## config.mk

```make
export PLATFORM = sky130hd
export DESIGN_NAME = pstm_front
export DESIGN_NICKNAME = d
export VERILOG_FILES = /design/src/rtl/pstm_pkg.sv /design/src/rtl/pstm_front.sv
export SDC_FILE = /design/constraint.sdc
export NUM_CORES = 1
export LEC_CHECK = 0
export BUFFER_PORTS_ARGS = -buffer_cell sky130_fd_sc_hd__buf_2
export CORE_MARGIN = 3
export CORE_UTILIZATION = 38
export CTS_BUF_LIST = sky130_fd_sc_hd__clkbuf_8
export CTS_CLUSTER_SIZE = 40
export DETAILED_ROUTE_END_ITERATION = 16
export PLACE_DENSITY = 0.77
export SETUP_SLACK_MARGIN = 0.05
export SLEW_MARGIN = 20
export SYNTH_ARGS = -nofsm -noshare
export SYNTH_HDL_FRONTEND = slang
export SYNTH_SLANG_ARGS = --single-unit
```

## constraint.sdc

```tcl
create_clock -name i_clk -period 2.3 [get_ports i_clk]
set_clock_uncertainty 0.1 [all_clocks]
set_input_delay 0.46 -clock i_clk [delete_from_list [all_inputs] [get_ports i_clk]]
set_output_delay 0.46 -clock i_clk [all_outputs]
set_load 0.05 [all_outputs]
```

## src/rtl/pstm_pkg.sv

```systemverilog
`timescale 1ns / 1ps
// ----------------------------------------------------------------------------
// pstm_pkg
// Shared codes, widths and types for the tolerance-box point matcher.
// ----------------------------------------------------------------------------
package pstm_pkg;

    localparam int TOL_W      = 8;
    localparam int INDEX_BITS = 10;
    localparam int OP_W       = 2;
    localparam int CLS_W      = 2;

    localparam logic [TOL_W-1:0] TOL_RESET = 8'd2;

    // operation codes on the input channel
    localparam logic [OP_W-1:0] OP_CLEAR = 2'd0;
    localparam logic [OP_W-1:0] OP_ADD   = 2'd1;
    localparam logic [OP_W-1:0] OP_QUERY = 2'd2;

    // item classes passed from the front to the back
    localparam logic [CLS_W-1:0] CLS_NOP   = 2'd0;
    localparam logic [CLS_W-1:0] CLS_CLEAR = 2'd1;
    localparam logic [CLS_W-1:0] CLS_ADD   = 2'd2;
    localparam logic [CLS_W-1:0] CLS_QUERY = 2'd3;

    typedef struct packed {
        logic full;
        logic not_empty;
    } t_q_status;

endpackage

```

## src/rtl/pstm_front.sv

```systemverilog
`timescale 1ns / 1ps
// ----------------------------------------------------------------------------
// pstm_front
// Accepts input transactions, classifies the operation and hands the item
// to the queue from a holding register.
// ----------------------------------------------------------------------------
module pstm_front
    import pstm_pkg::*;
#(
    parameter int COORD_BITS = 14,
    parameter int ITEM_W     = CLS_W + 2 * COORD_BITS
) (
    input  logic                         i_clk,
    input  logic                         i_rst_n,
    input  logic                         i_valid,
    output logic                         o_stall,
    input  logic [OP_W-1:0]              i_operation,
    input  logic signed [COORD_BITS-1:0] i_point_x,
    input  logic signed [COORD_BITS-1:0] i_point_y,
    input  t_q_status                    i_q_status,
    output logic                         o_push,
    output logic [ITEM_W-1:0]            o_item
);

    logic                  r_valid;
    logic [CLS_W-1:0]      r_cls;
    logic [COORD_BITS-1:0] r_x;
    logic [COORD_BITS-1:0] r_y;
    logic [CLS_W-1:0]      n_cls;
    logic                  accept;

    always_comb begin
        case (i_operation)
            OP_CLEAR: n_cls = CLS_CLEAR;
            OP_ADD:   n_cls = CLS_ADD;
            OP_QUERY: n_cls = CLS_QUERY;
            default:  n_cls = CLS_NOP;
        endcase
    end

    assign o_push  = r_valid && !i_q_status.full;
    assign o_stall = r_valid && i_q_status.full;
    assign accept  = i_valid && !o_stall;
    assign o_item  = {r_cls, r_x, r_y};

    always_ff @(posedge i_clk) begin
        if (!i_rst_n) begin
            r_valid <= 1'b0;
        end else if (accept) begin
            r_valid <= 1'b1;
        end else if (o_push) begin
            r_valid <= 1'b0;
        end
    end

    always_ff @(posedge i_clk) begin
        if (accept) begin
            r_cls <= n_cls;
            r_x   <= i_point_x;
            r_y   <= i_point_y;
        end
    end

endmodule

```

==> metrics.md <==
| Metric | Value |
|---|---|
| Remaining DRCs | `0` |
| FP Rows | `17` |
| CTS tree | `built` |
| Gr ovfl total | `0` |
| Antenna diode count | `0` |
| Synth top area cells | `edfxtp_1 90%, ha_1 3.7%, dfxtp_1 2.0%` |
| Top-count cell post-synth | `edfxtp_1` |
| Detail Placement HPWL | `roughly 1400 um` |
| Endpoints failing setup | `0` |
| CORE AREA | `2360 sq um` |
| CTS Buf Count | `5` |
| Synth top cells by count | `30 x edfxtp_1, 3 x ha_1, 2 x inv_1, 2 x nor2_1` |
| Worst stage delay on the critical path | `~0.25 ns` |
| First-pass GRT wire length | `around 2800 um` |
| Area grow syn2layout | `45.6%` |
| Die footprint | `around 3300 sq um` |
| Post-DRT Antenna Nets | `0` |
| FFs w/ async S/R, synth | `0` |
| Reg clk slew, reported paths | `0.06 ns` |
| Setup WS post-layout | `0.750 ns` |
| Via density | `4.41` |
| CTS Sinks | `31` |
| Die Y-Extent | `57.4 um` |
| Slew Viols, Final | `0` |
| Tcrit/Tclk final | `0.674` |
| Status | `finished, final reports clean` |
| Setup TNS | `0 ns` |
| Worst setup EP type | `primary output` |
| # IOs | `67` |
| Drt wl/cell | `12.2 um` |
| Syn Std Cell Area | `1000 sq um` |
| Total number of vias | `640` |
| Antenna violations before repair | `0` |
| Clock Tree Root | `clkbuf_8` |
| Post-CTS Hold Buffers | `0` |
| Post-synth net total | `80` |
| Final cell count without fillers | `145` |
| WP data required | `1.74 ns` |
| Register area share after synthesis | `0.918` |
| Share of layout cells above drive strength 1 | `0.632` |
| Post-synthesis cell count | `between 40 and 50` |
| Crit-path max FO | `2` |
| CP max stage cell | `buf_2` |
| Resize count post-CTS | `0` |
| Initial Util | `0.425` |
| Hold Crit Class | `in -> reg` |
| GRT Util Overall | `0.119` |
| P per Cell Area | `between 800 and 900 nW/um^2` |
| Highest Clock Rate | `645 MHz` |
| Placed cell count | `between 100 and 150` |
| Mean Syn Cell Area | `23.9 sq um` |
| Rel. slew slack | `0.830` |
| Static leakage | `0.666 nW` |
| Worst setup path class | `in -> out` |
| Distinct cells, synth | `9` |
| H-tree levels | `2` |
| Setup bufs post-CTS | `0` |
| Largest area contributor in the netlist | `edfxtp_1` |
| Yosys warnings | `0` |
| NumNets Final | `around 150` |
| Initial DRC Count | `13` |
| Skew-Pair Late Insertion Delay | `0.27 ns` |
| Worst vdd ir | `~0.53 mV` |
| Max_cap viols | `0` |
| Number of port buffers | `65` |
| Place WS | `~0.75 ns` |
| Post-synth EDFFs | `30` |
| CP Launch Type | `input port` |
| Worst-Margin Slew | `around 0.26 ns` |
| Final Critical Period | `between 1.5 and 2 ns` |
| Die Span X | `about 57 um` |
| Placer congestion estimate | `slightly above 0.6` |
| Primary FF master, synth | `edfxtp_1` |
| Final Hold Fails | `0` |
| Post-Route WL | `between 1500 and 2000 um` |
| CP arrival | `0.99 ns` |
| RSZ-0062 raised after global routing | `false` |
| Largest net degree at the start of global routing | `17` |
| Number of global-route vias before repair | `between 600 and 700` |
| Critical-path cell list | `buf_2 -> and2b_1 -> buf_2` |
| Most common cell on crit path | `buf_2` |
| Synth top area share | `0.898` |
| FF+latch count, synth | `31` |
| Initial DRT Pass Iterations | `5` |
| CTS max path bufs | `2` |
[worst max-delay path: cells and delay by family]
family,cells,cell delay [ns]
buffers and inverters,2,0.35
AND/OR/NAND/NOR,1,0.17
[placed cells by master, fill, tap and decap left out, drive strengths merged]
cell and n:
and2 1, and2b 1, buf 67, clkbuf 5, clkinv 2, dfxtp 1, edfxtp 30, ha 3
inv 3, nor2 2, nor2b 1, o21a 1
[cells by family after synthesis]
family	after synthesis	share of synthesized area
AO/OA/AOI/OAI	1	0.00748
adder cells (fa/ha/maj)	3	0.0374
AND/OR/NAND/NOR	5	0.0299
flip-flops	31	0.918
buffers and inverters	2	0.00748
[state kept, by name, indices dropped and copies added, names as in the netlist]
name     count
r_y         14
r_x         14
r_cls        2
r_valid      1
[power by group]
part	switching, W	internal [W]	total (W)
combinational	0.000151	0.0000485	0.000200
sequential	0.00000690	0.000660	0.000667
clock	0.000173	0.000201	0.000374
[final cells by class]
type / count / area [sq um]
Inverter: 2 / 7.51
Tap cell: 28 / 35.0
Sequential cell: 31 / 921
Clock inverter: 3 / 11.3
Timing Repair Buffer: 67 / 340
Multi-Input combinational cell: 9 / 77.6
Clock buffer: 5 / 68.8
Fill cell: 184 / 900
[metal layers]
| metal | up-vias | part of all wire | track usage |
|---|---|---|---|
| li1 | 305 | - | - |
| met1 | 284 | 0.34 | 0.121 |
| met2 | 47 | 0.47 | 0.177 |
| met3 | 4 | 0.18 | 0.0905 |
| met4 | 0 | 0.013 | 0.0596 |
| met5 | - | 0 | 0 |
[per-stage QoR]
| step | util | hold WS [ns] | area (sq um) | total power (W) |
|---|---|---|---|---|
| global route | 0.619 | 0.251 | 1460 | 0.00130 |
| global placement | 0.585 | 0.471 | 1380 | 0.000876 |
| detailed placement | 0.585 | 0.481 | 1380 | 0.000880 |
| finish | 0.619 | 0.265 | 1460 | 0.00124 |
| CTS | 0.619 | 0.255 | 1460 | 0.00126 |
| floorplan | - | 0.459 | 1010 | 0.000816 |
[final timing paths]
check / start / to / slack, ns / depth (start not counted)
min reg2reg: r_valid / r_valid / 0.49 / 2
max: i_q_status[1] / o_push / 0.75 / 3
max reg2reg: r_valid / r_y[2] / 1.08 / 3
min: i_point_x[6] / r_x[6] / 0.27 / 1
Power figures use the tool's default switching activity.
