[src/rtl/pstm_pkg.sv]
`timescale 1ns / 1ps
// ----------------------------------------------------------------------------
// pstm_pkg
// Shared codes, widths and types for the tolerance-box point matcher.
// ----------------------------------------------------------------------------
package pstm_pkg;

    localparam int TOL_W      = 8;
    localparam int INDEX_BITS = 10;
    localparam int OP_W       = 2;
    localparam int CLS_W      = 2;

    localparam logic [TOL_W-1:0] TOL_RESET = 8'd2;

    // operation codes on the input channel
    localparam logic [OP_W-1:0] OP_CLEAR = 2'd0;
    localparam logic [OP_W-1:0] OP_ADD   = 2'd1;
    localparam logic [OP_W-1:0] OP_QUERY = 2'd2;

    // item classes passed from the front to the back
    localparam logic [CLS_W-1:0] CLS_NOP   = 2'd0;
    localparam logic [CLS_W-1:0] CLS_CLEAR = 2'd1;
    localparam logic [CLS_W-1:0] CLS_ADD   = 2'd2;
    localparam logic [CLS_W-1:0] CLS_QUERY = 2'd3;

    typedef struct packed {
        logic full;
        logic not_empty;
    } t_q_status;

endpackage

[src/rtl/pstm_queue.sv]
`timescale 1ns / 1ps
// ----------------------------------------------------------------------------
// pstm_queue
// Two-entry queue between the front and the back.
// ----------------------------------------------------------------------------
module pstm_queue
    import pstm_pkg::*;
#(
    parameter int ITEM_W = 30
) (
    input  logic              i_clk,
    input  logic              i_rst_n,
    input  logic              i_push,
    input  logic [ITEM_W-1:0] i_item,
    input  logic              i_pop,
    output logic [ITEM_W-1:0] o_item,
    output t_q_status         o_status
);

    logic [ITEM_W-1:0] r_entry [2];
    logic              r_wr_ptr;
    logic              r_rd_ptr;
    logic [1:0]        r_fill;
    logic              do_push;
    logic              do_pop;

    assign o_status.full      = (r_fill == 2'd2);
    assign o_status.not_empty = (r_fill != 2'd0);
    assign do_push            = i_push && !o_status.full;
    assign do_pop             = i_pop && o_status.not_empty;
    assign o_item             = r_entry[r_rd_ptr];

    always_ff @(posedge i_clk) begin
        if (!i_rst_n) begin
            r_wr_ptr <= 1'b0;
            r_rd_ptr <= 1'b0;
            r_fill   <= 2'd0;
        end else begin
            if (do_push) begin
                r_wr_ptr <= !r_wr_ptr;
            end
            if (do_pop) begin
                r_rd_ptr <= !r_rd_ptr;
            end
            case ({do_push, do_pop})
                2'b10:   r_fill <= r_fill + 2'd1;
                2'b01:   r_fill <= r_fill - 2'd1;
                default: r_fill <= r_fill;
            endcase
        end
    end

    always_ff @(posedge i_clk) begin
        if (do_push) begin
            r_entry[r_wr_ptr] <= i_item;
        end
    end

endmodule

[config.mk]
export PLATFORM = sky130hd
export DESIGN_NAME = pstm_queue
export DESIGN_NICKNAME = d
export VERILOG_FILES = /design/src/rtl/pstm_pkg.sv /design/src/rtl/pstm_queue.sv
export SDC_FILE = /design/constraint.sdc
export NUM_CORES = 1
export LEC_CHECK = 0
export ABC_AREA = 1
export BUFFER_PORTS_ARGS = -buffer_cell sky130_fd_sc_hd__buf_4
export CORE_ASPECT_RATIO = 2
export CORE_UTILIZATION = 50
export DETAILED_ROUTE_END_ITERATION = 8
export HOLD_SLACK_MARGIN = 0.08
export PLACE_DENSITY = 0.76
export SLEW_MARGIN = 15
export SYNTH_ARGS = -nofsm -noshare
export SYNTH_HDL_FRONTEND = slang
export SYNTH_SLANG_ARGS = --single-unit
[constraint.sdc]
create_clock -name i_clk -period 2.8 [get_ports i_clk]
set_input_delay 0 -clock i_clk [delete_from_list [all_inputs] [get_ports i_clk]]
set_output_delay 0 -clock i_clk [all_outputs]
set_load 0.1 [all_outputs]
==> impl_metrics.yaml, run 1 <==
yosys:
  ys_types: 17
  synth_simple_gate_area_share_pct: 4.27
  synthesis.area_um2: 2550
  muxShareOfSynthArea_pct: 17.7
  synth_ff_type: "edfxtp_1"
  yosysTopAreaCellShare_pct: 70.6
  ys_warn_count: 0
  synth-adder-area-share_pct: 0.490
  synth_top_family_by_area: "multiplexers"
  ys_seq_area_share_pct: 74.5
  ys_ff_latch: 65
  synth_nets: 166
  netlist_instances: 131
  synth_compound_area_share_pct: 0.687
  async_flop_share_pct: 0
  synthTopCellsByCount: "edfxtp_1, mux2_4, nor2_1"
  synth_edf_count: 60
  yosysMostFrequentCell: "edfxtp_1"
  synth_xor_area_share_pct: 0
  syn_area_per_cell_um2: 19.5
  synth_area_leaders: "edfxtp_1, mux2_4, dfxtp_1"
  synth_top_area_cell: "edfxtp_1"
floorplanning:
  die_x_um: 52.5
  initial_utilization_pct: 52.4
  fp.dieArea_um2: 5410
  die_y_um: 103
  core_um2: 4860
  rows: 36
  io_pins: 66
job:
  drv_cap: 0
worst_setup_path:
  critical_path_peak_fanout: 30
  r2r-start: "r_fill[0]"
  cp.arrival_ns: 1.93
  r2r_end: "r_entry[0][15]"
  required_ns: 2.80
  crit_type: "register to primary output"
  r2r_cells: 5
  worst_setup_path_start_kind: "register"
  slowest_delay_ns: 0.98
  ff2ff_setup_slack_ns: 0.99
  worst_path_max_delay_cell: "dfxtp_2"
  endpoint: "o_item[20]"
  crit_chain: "mux2_4 > buf_4"
  endpoint_kind: "primary output"
sta:
  timing.final.crit_share_pct: 68.8
  tightest_slew_ns: 0.988
  final-setup-viol-count: 0
  hold_viol_final: 0
  rsz0062_at_grt: "no"
  fin_crit_ns: 1.93
  hold-worst-slack_ns: 0.132
  report.final.slew_viol_count: 0
  skew_ns: 0.00477
  setup_ws_ns: 0.875
  tns_ns: 0
  max_freq_mhz: 519
  relSlewSlack_pct: 34.1
global_routing:
  grt_max_degree: 31
  grt_pass1_wl_um: 6960
  antenna_found_initial: 0
  overflow: 0
  first_global_vias: 1519
  grtUsageTotal_pct: 19.1
routing:
  first_iter_violations: 20
  routed_wl_um: 4720
  drt_pass1_iterations: 4
  drc: 0
  viasPerCell: 4.95
  vias: 1486
  ant_nets: 0
  wl_per_cell_um: 15.7
power_and_ir_drop:
  peakVddDrop_mv: 0.666
  power.density_nw_per_um2: 919
  p_leak_nw: 1.45
placed_design:
  globalplace.congestion: 0.678
  io_buffers: 65
  dp_hpwl_um: 2990
  pre_cts_ws_ns: 0.963
worst_hold_path:
  min_path_type: "input pin to register"
  min_delay_path_depth: 5
clock_network:
  numCtsBuffers: 9
  clk_pin_slew_ns: 0.06
  tritoncts: "built"
  cts_resized: 0
  root_buffer: "clkbuf_8"
  post-cts-setup-buffer-count: 0
  cts_sinks: 65
  cts_htree_levels: 3
  clk_latency_ns: 0.33
  cts_buffer_depth: 2
layout:
  final_util_pct: 73.5
  drive_gt1_share_pct: 48.6
  diodes: 0
  synthToLayoutAreaGrowth_pct: 40.2
  nNetsFinal: 273
status:
  status: "complete, no violations"
what timing repair did:
action                     4_1_cts  5_1_grt
hold buffers                    32        0
setup endpoints to repair        0        0
hold endpoints to repair        65        0
power by group:
part,switching (mW),internal (mW)
Sequential,0.0910,1.19
Combinational,0.972,0.386
Clock,0.303,0.346
logic make-up after synthesis:
family                   Yosys count
flip-flops                        65
buffers and inverters             10
adder cells (fa/ha/maj)            1
AND/OR/NAND/NOR                   22
multiplexers                      30
AO/OA/AOI/OAI                      3
critical path, delay by kind of cell, from the launching register on:
| family | cells | cell delay [ns] |
|---|---|---|
| buffers and inverters | 1 | 0.23 |
| DFF | 1 | 0.98 |
| muxes | 1 | 0.36 |
layout by cell type (no fill, tap or decap), types with 2 or more instances in the layout:
cell type / count
nand2_1: 6
nand2_2: 2
mux2_4: 30
edfxtp_1: 60
dfxtp_1: 4
inv_1: 4
buf_4: 67
nor2_1: 8
dlygate4sd3_1: 32
clkbuf_1: 5
nor2_4: 2
nor2_2: 2
clkbuf_8: 10
inv_2: 3
per-stage QoR:
step           power (mW)  instance area, µm²  instances
2_1_floorplan        2.40                2550        131
6_report             3.29                3580        300
3_3_place_gp         2.59                3100        252
5_1_grt              3.40                3580        300
4_1_cts              3.31                3580        300
3_5_place_dp         2.62                3100        252
registers in the layout (all words and copies together) (netlist names), named ones only:
register and count:
r_fill 2, r_rd_ptr 1, r_wr_ptr 1, r_entry 60
per-layer routing:
metal | routed length [µm] | global-route usage, % | vias up
met5 | 0 | 0 | -
met4 | 135 | 10.7 | 0
met3 | 185 | 6.34 | 10
met2 | 2770 | 35.4 | 51
met1 | 1630 | 17.0 | 724
li1 | - | - | 701
worst min-delay path by stage:
stage	start	to
2_1_floorplan	i_item[0]	r_entry[0][0]
4_1_cts	i_push	r_wr_ptr
3_5_place_dp	i_item[20]	r_entry[0][20]
6_report	i_push	r_wr_ptr
5_1_grt	i_push	r_wr_ptr
3_3_place_gp	i_item[7]	r_entry[1][7]
cell type report:
class                           instances  area (µm²)
Tap cell                               57        71.3
Fill cell                             314        1290
Multi-Input combinational cell         56         592
Timing Repair Buffer                   99         823
Inverter                                7        26.3
Clock inverter                          1        5.00
Clock buffer                           15         156
Sequential cell                        65        1900
No activity file was read; power rests on OpenSTA's default activity.
==> run 2: changes to the inputs <==
- clock period: 2.8 -> 1.9 ns (I/O delays scaled with it)
==> run 2 against run 1 <==
  * Via count down 0.87%
  * Worst setup slack worse by 0.54 ns
  * Non-clock buffer count is 4 higher
  * Total power increased by 51%
  * Hold slack worse by 0.019 ns
  * Combinational power grew 54%
  * Global-route usage increased by 0.50 points
  * Routed wire length fell by 0.89%
  * Final cell count up 1.3%
  * Clock power grew 60%
  * Sequential power rose by 42%
  * Largest power group unchanged
  * Highest routed layer unchanged
==> impl_metrics.yaml, run 2 (synthesis gave the netlist of run 1 again) <==
floorplanning:
  die_x_um: 52.5
  initial_utilization_pct: 52.4
  io_pins: 66
  die_y_um: 103
  fp.dieArea_um2: 5410
  rows: 36
  core_um2: 4860
routing:
  drt_pass1_iterations: 4
  first_iter_violations: 36
  routed_wl_um: 4680
  ant_nets: 0
  viasPerCell: 4.85
  wl_per_cell_um: 15.4
  vias: 1473
  drc: 0
sta:
  skew_ns: 0.00601
  tns_ns: 0
  timing.final.crit_share_pct: 82.2
  hold_viol_final: 0
  max_freq_mhz: 640
  hold-worst-slack_ns: 0.113
  rsz0062_at_grt: "no"
  tightest_slew_ns: 0.336
  relSlewSlack_pct: 77.6
  final-setup-viol-count: 0
  report.final.slew_viol_count: 0
  fin_crit_ns: 1.56
worst_hold_path:
  hold_end: "r_wr_ptr"
  min_path_type: "input pin to register"
  min_delay_path_depth: 5
  hp-start: "i_push"
layout:
  final_common_cell: "buf_4"
  fin_area_um2: 3630
  final_cell_mix: "buf_4, edfxtp_1, dlygate4sd3_1"
  largest_register_ffs: 60
  synthToLayoutAreaGrowth_pct: 42.2
  drive_gt1_share_pct: 49.0
  nNetsFinal: 277
  top_register: "r_entry"
  filler_cell_count: 288
  diodes: 0
  reg_top3: "r_entry x60, r_fill x2"
global_routing:
  grt_pass1_wl_um: 7130
  grt_max_degree: 19
  antenna_found_initial: 0
  first_global_vias: 1584
  overflow: 0
  grtUsageTotal_pct: 19.6
clock_network:
  tritoncts: "built"
  cts_resized: 0
  numCtsBuffers: 9
  cts_sinks: 65
  cts_buffer_depth: 2
  clk_latency_ns: 0.34
  cts_htree_levels: 3
  root_buffer: "clkbuf_8"
  clk_pin_slew_ns: 0.06
placed_design:
  dp_hpwl_um: 3240
  place_area_um2: 3130
  globalplace.congestion: 0.621
  io_buffers: 65
worst_setup_path:
  critical_path_peak_fanout: 18
  worst_path_max_delay_cell: "mux2_4"
  worst_setup_path_start_kind: "register"
  r2r-start: "r_fill[0]"
  endpoint_kind: "primary output"
  ff2ff_setup_slack_ns: 0.38
  path_buf_inv: 2
  crit_type: "register to primary output"
  cp.arrival_ns: 1.56
  crit_chain: "buf_4 > mux2_4 > buf_4"
  required_ns: 1.90
  r2r_end: "r_entry[1][22]"
  slowest_delay_ns: 0.34
  cpMostUsedCell: "buf_4"
  r2r_cells: 5
  crit_family: "buffers and inverters"
power_and_ir_drop:
  p_leak_nw: 1.48
  peakVddDrop_mv: 1.05
  total_power_mw: 4.95
  power.density_nw_per_um2: 1360
job:
  drv_cap: 0
status:
  status: "complete, no violations"
-- run 2: layer usage --
layer	vias up	wire length [µm]	share of wire, %	global-route usage, %
met5	-	0	0	0
met4	0	133	2.8	12.8
met3	10	149	3.2	4.28
met2	43	2760	59	35.3
met1	712	1630	35	19.2
li1	708	-	-	-
-- run 2: how the worst max path moves through the flow --
stage / to / startpoint / cells past startpoint
2_1_floorplan: r_entry[1][0] / r_fill[1] / 5
3_3_place_gp: r_entry[1][13] / r_fill[0] / 5
3_5_place_dp: r_entry[1][14] / r_fill[0] / 5
4_1_cts: o_item[16] / register / 3
5_1_grt: r_fill[1] / r_fill[0] / 9
6_report: o_item[16] / register / 3
-- run 2: worst register-to-register path, delay by kind of cell, from the launching register on --
family                 cells  cell delay [ns]
buffers and inverters      2             0.51
DFF                        1             0.45
and+or+nand+nor            3             0.25
-- run 2: power breakdown --
group | switching [mW] | total, mW | internal (mW)
Sequential | 0.0658 | 1.82 | 1.75
Combinational | 1.51 | 2.10 | 0.582
Clock | 0.453 | 1.04 | 0.583
-- run 2: cell type report --
type	count	area (µm²)	share of cell area, %
Sequential cell	65	1900	52.5
Clock inverter	6	48.8	1.35
Clock buffer	10	128	3.52
Tap cell	57	71.3	1.97
Inverter	7	26.3	0.724
Timing Repair Buffer	103	853	23.5
Multi-Input combinational cell	56	597	16.5
-- run 2: stage by stage --
| stage | instances | utilization (%) | setup WS, ns |
|---|---|---|---|
| global placement | 256 | 64.4 | 0.439 |
| floorplan | 131 | - | 0.0924 |
| finish | 304 | 74.6 | 0.339 |
| CTS | 304 | 74.6 | 0.315 |
| global route | 304 | 74.6 | 0.279 |
| detailed placement | 256 | 64.4 | 0.389 |
-- run 2: repair_timing --
item | in CTS | in global routing
endpoints found under the hold margin | 65 | 0
setup endpoints to repair | 0 | 0
hold buffers | 32 | 0
buffers inserted | 0 | 0
==> run 3: changes to the inputs <==
- CORE_UTILIZATION: 50 -> 47
- PLACE_DENSITY: 0.76 -> 0.75
- clock period: 1.9 -> 1.33 ns (I/O delays scaled with it)
==> run 3 against run 2 <==
  * Critical path type unchanged
  * Routed wire length rose by 28%
  * Sequential share of layout area down 8.1 points
  * Hold slack improved by 0.062 ns
  * Largest power group unchanged
  * Via count increased by 9.0%
  * The run now ends with setup timing left
  * Non-clock buffer count grew 10
  * Sequential cell count did not move
  * Final cell count increased by 3.6%
  * Global-route usage rose by 3.1 points
  * Critical endpoint is now o_item[25]
  * Critical path depth unchanged
  * Design area is 19% higher
==> impl_metrics.yaml, run 3 (synthesis gave the netlist of run 1 again) <==
sta:
  max_freq_mhz: 696
  fin_crit_ns: 1.44
  final-setup-viol-count: 46
  setup_ws_ns: -0.107
  timing.final.crit_share_pct: 108
  skew_ns: 0.00834
  relSlewSlack_pct: 81.4
  report.final.slew_viol_count: 0
  hold_viol_final: 0
  rsz0062_at_grt: "yes"
  hold-worst-slack_ns: 0.175
  tightest_slew_ns: 0.281
power_and_ir_drop:
  p_leak_nw: 1.73
  total_power_mw: 8.40
  power.density_nw_per_um2: 1950
  peakVddDrop_mv: 1.49
worst_setup_path:
  worst_setup_path_start_kind: "register"
  crit_chain: "buf_12 > mux2_4 > buf_12"
  slowest_delay_ns: 0.41
  critical_path_peak_fanout: 12
  worst_path_max_delay_cell: "dfxtp_4"
  required_ns: 1.33
  cpMostUsedCell: "buf_12"
  crit_type: "register to primary output"
  endpoint_kind: "primary output"
  r2r-start: "r_fill[1]"
  crit_family: "flip-flops"
  path_buf_inv: 2
  r2r_end: "r_fill[1]"
  cp.arrival_ns: 1.44
  r2r_cells: 10
  ff2ff_setup_slack_ns: -0.05
floorplanning:
  rows: 37
  die_y_um: 106
  core_um2: 5180
  initial_utilization_pct: 49.2
  io_pins: 66
  die_x_um: 54.1
  fp.dieArea_um2: 5740
layout:
  final_cell_mix: "edfxtp_1, buf_4, buf_12"
  drive_gt1_share_pct: 56.4
  largest_register_ffs: 60
  final_common_cell: "edfxtp_1"
  synthToLayoutAreaGrowth_pct: 68.6
  nNetsFinal: 287
  diodes: 0
  reg_top3: "r_entry x60, r_fill x2"
  multi_input_area_um2: 618
  seq_area_um2: 1910
  filler_cell_count: 248
  top_register: "r_entry"
routing:
  routed_wl_um: 5990
  ant_nets: 0
  wl_per_cell_um: 19.0
  first_iter_violations: 82
  viasPerCell: 5.10
  vias: 1606
  drt_pass1_iterations: 5
  drc: 0
clock_network:
  cts_buffer_depth: 2
  clk_latency_ns: 0.34
  tritoncts: "built"
  root_buffer: "clkbuf_8"
  clk_pin_slew_ns: 0.07
  cts_sinks: 65
  cts_htree_levels: 3
  numCtsBuffers: 9
worst_hold_path:
  min_delay_path_depth: 5
  hp-start: "i_push"
  hold_end: "r_wr_ptr"
  min_path_type: "input pin to register"
status:
  violations: "setup timing"
  status: "complete, but fails checks"
global_routing:
  first_global_vias: 1754
  grt_pass1_wl_um: 8600
  grtUsageTotal_pct: 22.7
  grt_max_degree: 19
  overflow: 0
  antenna_found_initial: 0
placed_design:
  globalplace.congestion: 0.676
  io_buffers: 65
  dp_hpwl_um: 3370
job:
  drv_cap: 0
[run 3: cell count changes in the layout (fill, tap and decap cells not counted), sizes merged]
cell and change:
bufinv -1, buf +8, clkinvlp +2, clkbuf +4, clkinv -3
[run 3: worst max path at each step]
stage,from,endpoint,slack (ns),cells after the start
after floorplan,r_fill[1],r_entry[1][0],-0.44,5
after global placement,r_fill[1],r_entry[0][1],0.08,6
after detailed placement,r_fill[1],r_fill[1],-0.02,10
after CTS,register,o_item[25],-0.11,3
after global routing,register,o_item[25],-0.15,3
final,register,o_item[25],-0.11,3
[run 3: area by class of cell]
type	count	share of cell area, %
Inverter	7	0.669
Multi-Input combinational cell	56	14.4
Clock inverter	4	0.669
Timing Repair Buffer	113	33.6
Clock buffer	12	4.62
Tap cell	58	1.69
Sequential cell	65	44.4
[run 3: routing by layer]
layer | part of all wire [%] | vias up | global-route usage (%) | wire, µm
met1 | 34 | 775 | 21.0 | 2020
li1 | - | 732 | - | -
met4 | 5.2 | 0 | 14.5 | 309
met2 | 58 | 72 | 40.5 | 3490
met3 | 2.9 | 27 | 5.72 | 174
met5 | 0 | - | 0 | 0
[run 3: per-stage QoR]
step	utilization [%]	TNS, ns	worst slack, ns	area [µm²]	cells
floorplan	-	-22.01	-0.438	2570	131
finish	83.0	-2.57	-0.107	4300	315
CTS	80.5	-2.87	-0.111	4180	309
detailed placement	61.8	-0.0227	-0.0227	3200	258
global route	83.0	-5.54	-0.152	4300	315
global placement	61.8	0	0.0800	3200	258
[run 3: report_power, final]
part | internal (mW) | total, mW | leakage, nW | switching [mW]
combinational | 1.61 | 4.01 | 1.02 | 2.40
clock | 1.02 | 1.76 | 0.110 | 0.745
sequential | 2.51 | 2.63 | 0.604 | 0.120
total | 5.13 | 8.40 | 1.73 | 3.27
[run 3: worst register-to-register path, delay by kind of cell (launching register included)]
family	cells	cell delay, ns
adder cells (fa/ha/maj)	1	0.17
flip-flops	1	0.35
AND/OR/NAND/NOR	6	0.57
buffers and inverters	3	0.23
[run 3: repair_timing]
item | 4_1_cts | 5_1_grt
pin swaps | 5 | 5
hold buffers | 32 | 0
hold endpoints to repair | 65 | 0
gates resized for setup | 93 | 10
buffers inserted | 2 | 3
setup endpoints to repair | 45 | 91
gates cloned | 1 | 3
